`config.mk`:
```
export PLATFORM = sky130hd
export DESIGN_NAME = kesm_front
export DESIGN_NICKNAME = d
export VERILOG_FILES = /design/src/rtl/core/kesm_pkg.sv /design/src/rtl/core/kesm_front.sv
export SDC_FILE = /design/constraint.sdc
export NUM_CORES = 1
export LEC_CHECK = 0
export BUFFER_PORTS_ARGS = -buffer_cell sky130_fd_sc_hd__buf_2
export CAP_MARGIN = 20
export CORE_UTILIZATION = 40
export CTS_BUF_LIST = sky130_fd_sc_hd__clkbuf_8
export CTS_CLUSTER_DIAMETER = 30
export CTS_CLUSTER_SIZE = 28
export DETAILED_ROUTE_END_ITERATION = 6
export PLACE_DENSITY = 0.61
export SYNTH_ARGS = -nofsm -noshare
export SYNTH_HDL_FRONTEND = slang
export SYNTH_SLANG_ARGS = --single-unit
export TNS_END_PERCENT = 50
```
`constraint.sdc`:
```
create_clock -name clk -period 5.87 [get_ports clk]
set_input_delay 0.2935 -clock clk [delete_from_list [all_inputs] [get_ports clk]]
set_output_delay 0.2935 -clock clk [all_outputs]
set_load 0.01 [all_outputs]
```
`src/rtl/core/kesm_pkg.sv`:
```
// types and constants shared by the edge set merge block
package kesm_pkg;

    localparam int CELL_W  = 12;
    localparam int CFG_W   = 13;
    localparam int LABEL_W = CELL_W;
    localparam int WORD_W  = LABEL_W + 1;

    localparam logic [CFG_W-1:0] CELL_COUNT_RESET = 13'd4096;

    typedef enum logic [1:0] {
        KIND_EDGE   = 2'd0,
        KIND_IGNORE = 2'd1,
        KIND_FINISH = 2'd2
    } item_kind_t;

    typedef struct packed {
        item_kind_t          kind;
        logic [CELL_W-1:0]   cell_a;
        logic [CELL_W-1:0]   cell_b;
    } work_item_t;

    typedef struct packed {
        logic       valid;
        work_item_t item;
    } queue_head_t;

    typedef struct packed {
        logic              path_opened;
        logic              first_cell_visited;
        logic              finished;
        logic [CELL_W-1:0] edge_first;
        logic [CELL_W-1:0] edge_second;
    } result_t;

    typedef enum logic [2:0] {
        ST_CLEAR   = 3'd0,
        ST_IDLE    = 3'd1,
        ST_READ_B  = 3'd2,
        ST_DECIDE  = 3'd3,
        ST_WRITE_B = 3'd4,
        ST_WALK    = 3'd5,
        ST_RESULT  = 3'd6
    } back_state_t;

endpackage

```
`src/rtl/core/kesm_front.sv`:
```
// front end: takes input words, classifies them and queues them for the back end
module kesm_front (
    input  logic                         clk,
    input  logic                         rst_n,
    input  logic                         enable,
    input  logic [kesm_pkg::CFG_W-1:0]   limit,
    input  logic                         in_valid,
    output logic                         in_ready,
    input  logic                         operation,
    input  logic [kesm_pkg::CELL_W-1:0]  cell_a,
    input  logic [kesm_pkg::CELL_W-1:0]  cell_b,
    output kesm_pkg::queue_head_t        head,
    input  logic                         pop
);
    import kesm_pkg::*;

    work_item_t item_in;
    work_item_t slot_reg [2];
    logic       wr_ptr_reg, wr_ptr_next;
    logic       rd_ptr_reg, rd_ptr_next;
    logic [1:0] count_reg, count_next;
    logic       push;
    logic       pop_ok;

    // out-of-range edges are marked here so the back end skips the ram
    always_comb
    begin
        item_in.cell_a = cell_a;
        item_in.cell_b = cell_b;
        if (operation)
        begin
            item_in.kind = KIND_FINISH;
        end
        else if (({1'b0, cell_a} < limit) && ({1'b0, cell_b} < limit))
        begin
            item_in.kind = KIND_EDGE;
        end
        else
        begin
            item_in.kind = KIND_IGNORE;
        end
    end

    assign in_ready   = enable && (count_reg != 2'd2);
    assign push       = in_valid && in_ready;
    assign head.valid = (count_reg != 2'd0);
    assign head.item  = slot_reg[rd_ptr_reg];
    assign pop_ok     = pop && head.valid;

    always_comb
    begin
        wr_ptr_next = push   ? ~wr_ptr_reg : wr_ptr_reg;
        rd_ptr_next = pop_ok ? ~rd_ptr_reg : rd_ptr_reg;
        case ({push, pop_ok})
            2'b10:   count_next = count_reg + 2'd1;
            2'b01:   count_next = count_reg - 2'd1;
            default: count_next = count_reg;
        endcase
    end

    always_ff @(posedge clk or negedge rst_n)
    begin
        if (!rst_n)
        begin
            wr_ptr_reg <= 1'b0;
            rd_ptr_reg <= 1'b0;
            count_reg  <= 2'd0;
        end
        else
        begin
            wr_ptr_reg <= wr_ptr_next;
            rd_ptr_reg <= rd_ptr_next;
            count_reg  <= count_next;
        end
    end

    always_ff @(posedge clk)
    begin
        if (push)
        begin
            slot_reg[wr_ptr_reg] <= item_in;
        end
    end

endmodule

```
==> impl_metrics.ini, run 1 <==
[finish]
nNetsFinal = 310
largest_reg_flops = 52
layout-drive-gt1-share = 0.441
final_util = 0.518
area_growth_pct = 21.9
n_antenna_cell = 0

[die]
io_pins = 71
initial_core_util = 0.425
num_rows = 28
core_mm2 = 0.00610
die_area_mm2 = 0.00680
die_y_um = 82.4
fp.dieW_um = 82.4

[place]
hpwlAfterDp_um = 3460
gp_congestion = 0.759
numPortBuffers = 70

[sta]
hold_viol = 0
fin_crit_sh = 0.321
skew_ns = 0.00490
setup_tns_ns = 0
rsz0062_at_grt = false
setup-violations-final = 0
worst_pin_slew_ns = 0.476
slew-limit-headroom = 0.682
period_needed_ns = 1.88
fmax_mhz = 531
drv_slew = 0
hold-worst-slack_ns = 0.188

[logic_synthesis]
synth.area.top_cells = edfxtp_1 60%, mux2_2 11%, ha_1 11%, dfrtp_1 3.9%, inv_1 1.7%
synth_cell_type_count = 28
ys_ff_latch = 56
yosysMostFrequentCell = edfxtp_1
yosysWarnings = 0
syn-cell-area_mm2 = 0.00259
synth_commonest_cells = 52 x edfxtp_1, 26 x mux2_2, 23 x ha_1
synth_top_area_frac = 0.603
dominantRegCellSynth = edfxtp_1
synthesis.nets = 232
yosys.area.top_type = edfxtp_1
synth-edff-count = 52
async_flop_share = 0.0714
synth_area_per_cell_um2 = 15.6
synth_seq_area_share = 0.642
syn_inst = 166

[global_route]
grt_pass1_wl_um = 7180
grt_util_all_layers = 0.147
grt_max_degree = 28
grt.overflow.total = 0
antenna_found_initial = 0
grt_pass1_vias = 1485

[routing]
vias = 1564
wl_per_cell_um = 14.5
drc = 0
drt_pass1_iterations = 4
routed_via_density = 4.89
drt_iter0_drc = 46
ant_nets = 0
wl_um = 4640

[worst_setup_path]
worst_ep_required_time_ns = 5.86
path_class = reg2reg
path_delay_family = simple AND/OR/NAND/NOR gates
r2r_setup_slack_ns = 3.99
slowest_delay_ns = 0.42
start_kind = register
worstPathCellList = inv_1 -> a21boi_1 -> nand2_1 -> nor2_2 -> buf_4
cp-end-kind = register
arrival_ns = 1.88
slowest_stage = dfrtp_1
crit_fanout = 18
cp.buffers_inverters = 2

[run_status]
status = finished clean

[pwr]
finalPower_mw = 1.12
p_leak_nw = 1.34
power.density_mw_per_mm2 = 355
ir_drop_uv = 298

[clock_tree]
cts-root-buf = clkbuf_8
cts_sinks = 56
cts_resized = 0
h-tree-depth = 2
clockBufferDepth = 2
clk_pin_slew_worst_paths_ns = 0.09
cts_tree = done
clock_latency_ns = 0.30
cts_setup_buffers = 0
numCtsBuffers = 5

[job]
maxCapViolCount = 0

[min_path]
hp-class = in2reg
power breakdown:
| group | internal, mW | total [mW] | switching [mW] | leakage [nW] |
|---|---|---|---|---|
| Sequential | 0.502 | 0.521 | 0.0196 | 0.522 |
| Combinational | 0.175 | 0.360 | 0.185 | 0.755 |
| Clock | 0.125 | 0.239 | 0.114 | 0.0593 |
routing by layer:
metal | wire [µm] | share of wire | global-route usage
met1 | 2140 | 0.46 | 0.190
met2 | 2190 | 0.47 | 0.237
met3 | 236 | 0.051 | 0.0451
met4 | 68 | 0.015 | 0.0439
met5 | 0 | 0 | 0
metrics by stage:
| step | instances | worst slack [ns] | area, µm² |
|---|---|---|---|
| floorplan | 166 | 3.48 | 2590 |
| global placement | 311 | 4.05 | 3040 |
| detailed placement | 311 | 3.95 | 3040 |
| CTS | 320 | 3.94 | 3160 |
| global route | 320 | 3.78 | 3160 |
| finish | 320 | 3.99 | 3160 |
worst reg2reg max path, stage by stage (launching register included):
cell and delay [ns]:
dfrtp_1 0.42, inv_1 0.06, a21boi_1 0.18, nand2_1 0.15, nor2_2 0.41, buf_4 0.36
cell families (layout without fill, tap and decap cells):
group                    after synthesis  count (layout)  synth area share
multiplexers                          26              26             0.113
XOR/XNOR                               5               5            0.0169
adder cells (fa/ha/maj)               23              23             0.111
AO/OA/AOI/OAI                         20              20            0.0478
AND/OR/NAND/NOR                       21              21            0.0440
flip-flops                            56              56             0.642
buffers and inverters                 15              94            0.0251
path summary, 6_finish.rpt:
kind	startpoint	cells past startpoint	end
setup / recovery	count_reg[0]	5	slot_reg[0][16]
hold / removal	cell_b[0]	1	slot_reg[1][0]
setup reg to reg	count_reg[0]	5	slot_reg[0][16]
hold reg to reg	count_reg[1]	1	count_reg[1]
max in group asynchronous	rst_n	2	rd_ptr_reg
min in group asynchronous	rst_n	2	count_reg[1]
repair_timing:
| item | in CTS | in global routing |
|---|---|---|
| endpoints found under the setup margin | 0 | 0 |
| hold buffers | 1 | 0 |
| hold endpoints to repair | 4 | 0 |
placed cells by master (no fill, tap or decap), drive strengths merged, types with 2 or more instances in the layout:
cell / n
nor2: 4
nand3: 4
a21o: 5
xor2: 2
nand4b: 2
a31oi: 2
buf: 73
ha: 23
xnor2: 3
mux2: 26
o21ai: 2
edfxtp: 52
nand4: 2
nand2: 3
inv: 13
a21oi: 8
clkbuf: 5
dfrtp: 4
area by class of cell:
type                            instances  area, µm²
Multi-Input combinational cell         95        865
Timing Repair Buffer                   74        383
Fill cell                             563       2940
Inverter                               12       45.0
Clock inverter                          3       38.8
Sequential cell                        56       1660
Tap cell                               75       93.8
Clock buffer                            5       68.8
No activity file was read; power rests on OpenSTA's default activity.
==> run 2: changes to the inputs <==
- clock period: 5.87 -> 1.96 ns (I/O delays scaled with it)
==> run 2 against run 1 <==
Against the previous run:
- via count is 5.3% higher
- worst setup slack worse by 3.8 ns
- register-to-register slack worse by 3.6 ns
- critical endpoint is now slot_reg[0][24]
- utilization up 3.2 points
- clock-buffer cell count is the same
==> impl_metrics.ini, run 2 (synthesis gave the netlist of run 1 again) <==
[sta]
rsz0062_at_grt = false
setup-violations-final = 0
hold-worst-slack_ns = 0.0127
drv_slew = 0
fin_crit_sh = 0.896
period_needed_ns = 1.76
setup_tns_ns = 0
slew-limit-headroom = 0.749
skew_ns = 0.00219
hold_viol = 0
fmax_mhz = 569
worst_pin_slew_ns = 0.377

[worst_setup_path]
r2r_setup_slack_ns = 0.36
cp-end-kind = register
r2r_cells = 5
reg2reg_to = count_reg[1]
path_delay_family = buffers and inverters
timing.rr.start = count_reg[0]
start_kind = input pin
crit_fanout = 3
path_class = in2reg
slowest_delay_ns = 0.53
worst_ep_required_time_ns = 2.01
slowest_stage = dlygate4sd3_1
cp.buffers_inverters = 2
worstPathCellList = dlygate4sd3_1 -> buf_2 -> ha_1 -> a21o_1 -> a22oi_1 -> a21oi_1 -> nor3_1 -> a31oi_1
arrival_ns = 1.81

[global_route]
grt_pass1_wl_um = 7850
antenna_found_initial = 0
grt_util_all_layers = 0.160
grt_max_degree = 28
grt.overflow.total = 0
grt_pass1_vias = 1700

[routing]
wl_um = 4830
wl_per_cell_um = 14.2
ant_nets = 0
drc = 0
vias = 1647
drt_pass1_iterations = 3
routed_via_density = 4.83
drt_iter0_drc = 35

[die]
die_area_mm2 = 0.00680
io_pins = 71
die_y_um = 82.4
fp.dieW_um = 82.4
num_rows = 28
initial_core_util = 0.425
core_mm2 = 0.00610

[min_path]
hold_start = cell_b[8]
hp-class = in2reg
hold_end = slot_reg[1][8]
hold_path_depth = 1

[finish]
nNetsFinal = 331
layout_common_cells = 70 x buf_2, 52 x edfxtp_1, 26 x mux2_2
area_growth_pct = 29.5
n_antenna_cell = 0
final_area_mm2 = 0.00335
largest_reg_flops = 52
final_util = 0.550
layout_commonest_cell = buf_2
layout-drive-gt1-share = 0.402

[place]
numPortBuffers = 70
hpwlAfterDp_um = 3400
placed_area_mm2 = 0.00306
gp_congestion = 0.669

[clock_tree]
cts-root-buf = clkbuf_8
clockBufferDepth = 2
numCtsBuffers = 5
clock_latency_ns = 0.30
cts_setup_buffers = 0
cts_sinks = 56
clk_pin_slew_worst_paths_ns = 0.09
cts_tree = done
h-tree-depth = 2

[pwr]
power.density_mw_per_mm2 = 977
p_leak_nw = 1.42
ir_drop_uv = 877
finalPower_mw = 3.28

[run_status]
status = finished clean

[job]
maxCapViolCount = 0
-- run 2: cell types whose count changed in the layout (fill, tap and decap cells not counted) --
cell           delta
nor2_2            -1
dlygate4sd3_1    +20
bufinv_16         -1
clkinv_1          +1
nor2_4            +1
inv_1             +1
clkinv_2          -1
buf_12            +1
-- run 2: worst max path at each step --
stage / start / to / slack (ns) / cells after the start
after CTS: cell_b[10] / slot_reg[0][24] / 0.21 / 8
after global routing: cell_b[10] / slot_reg[0][24] / 0.12 / 8
final: cell_b[10] / slot_reg[0][24] / 0.20 / 8
after detailed placement: count_reg[0] / count_reg[1] / 0.37 / 5
after floorplan: count_reg[0] / slot_reg[1][0] / 0.12 / 3
after global placement: count_reg[0] / count_reg[1] / 0.42 / 5
-- run 2: layout make-up --
cell class              count  area [µm²]
repair buffers             95         603
clock inverters             3        11.3
multi-input cells          95         870
fillers                   554        2740
flip-flops and latches     56        1660
clock buffers               5        68.8
well taps                  75        93.8
inverters                  12        45.0
-- run 2: where the power goes --
| group | leakage (nW) | internal (mW) | switching [mW] | total [mW] |
|---|---|---|---|---|
| Clock | 0.0482 | 0.240 | 0.346 | 0.585 |
| Sequential | 0.522 | 1.50 | 0.0622 | 1.56 |
| Combinational | 0.847 | 0.565 | 0.562 | 1.13 |
-- run 2: repair_timing --
action                                  4_1_cts  5_1_grt
endpoints found under the hold margin        44        0
gates resized for setup                       0        0
hold buffers                                 21        0
endpoints found under the setup margin        0        0
-- run 2: through the flow --
stage                     setup slack, ns  cells
after floorplan                     0.119    166
after global placement              0.417    312
after detailed placement            0.367    312
after CTS                           0.207    341
after global routing                0.121    341
final                               0.203    341
-- run 2: routing by layer --
| layer | GRT usage | wire length [µm] | up-vias |
|---|---|---|---|
| met3 | 0.0363 | 256 | 5 |
| met1 | 0.194 | 2150 | 776 |
| li1 | - | - | 822 |
| met2 | 0.273 | 2370 | 44 |
| met4 | 0.0702 | 63 | 0 |
| met5 | 0 | 0 | - |
==> run 3: changes to the inputs <==
- clock period: 1.96 -> 2 ns (I/O delays scaled with it)
==> run 3 against run 2 <==
Against the previous run:
- final cell count decreased by 0.88%
- sequential power about the same
- flip-flop and latch count unchanged
- routed wire length increased by 1.7%
- power increased by 2.2%
- cell area decreased by 0.22%
- via count decreased by 0.91%
- clock-buffer cell count unchanged
- highest routed layer unchanged
==> impl_metrics.ini, run 3 (synthesis gave the netlist of run 1 again) <==
[run_status]
status = finished clean

[global_route]
grt_pass1_wl_um = 7350
grt_util_all_layers = 0.151
antenna_found_initial = 0
grt.overflow.total = 0
grt_max_degree = 28
grt_pass1_vias = 1521

[die]
fp.dieW_um = 82.4
num_rows = 28
initial_core_util = 0.425
die_y_um = 82.4
io_pins = 71
core_mm2 = 0.00610
die_area_mm2 = 0.00680

[finish]
area_growth_pct = 29.2
layout_commonest_cell = buf_2
layout_common_cells = 70 x buf_2, 52 x edfxtp_1, 26 x mux2_2
layout-drive-gt1-share = 0.414
n_fill_cell = 556
nNetsFinal = 328
stdcell_count = 338
largest_reg_flops = 52
n_antenna_cell = 0

[worst_setup_path]
slowest_stage = dlygate4sd3_1
arrival_ns = 1.79
cp.buffers_inverters = 2
path_delay_family = buffers and inverters
path_class = in2reg
crit_fanout = 3
start_kind = input pin
slowest_delay_ns = 0.53
worst_ep_required_time_ns = 2.05
cp-end-kind = register
worstPathCellList = dlygate4sd3_1 -> buf_2 -> ha_1 -> a21o_1 -> a22oi_1 -> a21oi_1 -> nor3_1 -> a31oi_1

[pwr]
finalPower_mw = 3.35
p_leak_nw = 1.42
power.density_mw_per_mm2 = 1000
ir_drop_uv = 830

[sta]
worst_pin_slew_ns = 0.396
slew-limit-headroom = 0.736
fin_crit_sh = 0.873
drv_slew = 0
setup-violations-final = 0
setup_tns_ns = 0
fmax_mhz = 573
period_needed_ns = 1.75
skew_ns = 0.00825
rsz0062_at_grt = false
hold_viol = 0

[clock_tree]
h-tree-depth = 2
numCtsBuffers = 5
clk_pin_slew_worst_paths_ns = 0.10
cts-root-buf = clkbuf_8
cts_tree = done
cts_resized = 0
clockBufferDepth = 2
cts_sinks = 56
clock_latency_ns = 0.30
cts_setup_buffers = 0

[routing]
wl_um = 4920
drc = 0
drt_iter0_drc = 61
routed_via_density = 4.83
vias = 1632
ant_nets = 0
drt_pass1_iterations = 4
wl_per_cell_um = 14.5

[place]
numPortBuffers = 70
hpwlAfterDp_um = 3420
gp_congestion = 0.689
placedCellCount = 312

[job]
maxCapViolCount = 0

[min_path]
hp-class = in2reg
==> run 3: routing by layer <==
layer	track usage	part of all wire	vias to the layer above
met2	0.227	0.45	44
met3	0.0429	0.052	6
li1	-	-	818
met5	0	0	-
met4	0.0526	0.010	0
met1	0.207	0.49	764
==> run 3: final timing paths <==
check,startpoint,endpoint,slack (ns),depth (start not counted)
setup / recovery,cell_b[10],slot_reg[1][24],0.25,8
hold / removal,cell_b[5],slot_reg[0][5],0.01,1
setup reg to reg,count_reg[0],count_reg[1],0.41,5
hold reg to reg,count_reg[1],count_reg[1],0.50,1
max in group asynchronous,rst_n,count_reg[0],1.76,2
min in group asynchronous,rst_n,wr_ptr_reg,0.12,2
==> run 3: timing repair <==
item | CTS | global route
setup endpoints to repair | 0 | 0
hold buffers | 15 | 3
endpoints found under the hold margin | 32 | 6
==> run 3: area by class of cell <==
type	count	area, µm²	area share
sequential	56	1660	0.497
multi-input combinational	95	865	0.258
timing repair buffer	92	573	0.171
inverter	12	45.0	0.0135
clock inverter	3	38.8	0.0116
clock buffer	5	68.8	0.0206
tap	75	93.8	0.0280
==> run 3: per-stage QoR <==
stage | setup slack (ns) | util | instance area, µm² | hold slack [ns]
floorplan | 0.0309 | - | 2590 | -0.196
global placement | 0.465 | 0.502 | 3060 | -0.0887
detailed placement | 0.417 | 0.502 | 3060 | -0.0878
CTS | 0.278 | 0.544 | 3320 | 0.00113
global route | 0.104 | 0.549 | 3350 | 0.00279
finish | 0.253 | 0.549 | 3350 | 0.0139
==> run 3: report_power, final <==
| part | total, mW | switching (mW) | internal [mW] |
|---|---|---|---|
| clock | 0.709 | 0.342 | 0.367 |
| sequential | 1.53 | 0.0576 | 1.47 |
| combinational | 1.11 | 0.561 | 0.549 |
| total | 3.35 | 0.960 | 2.39 |
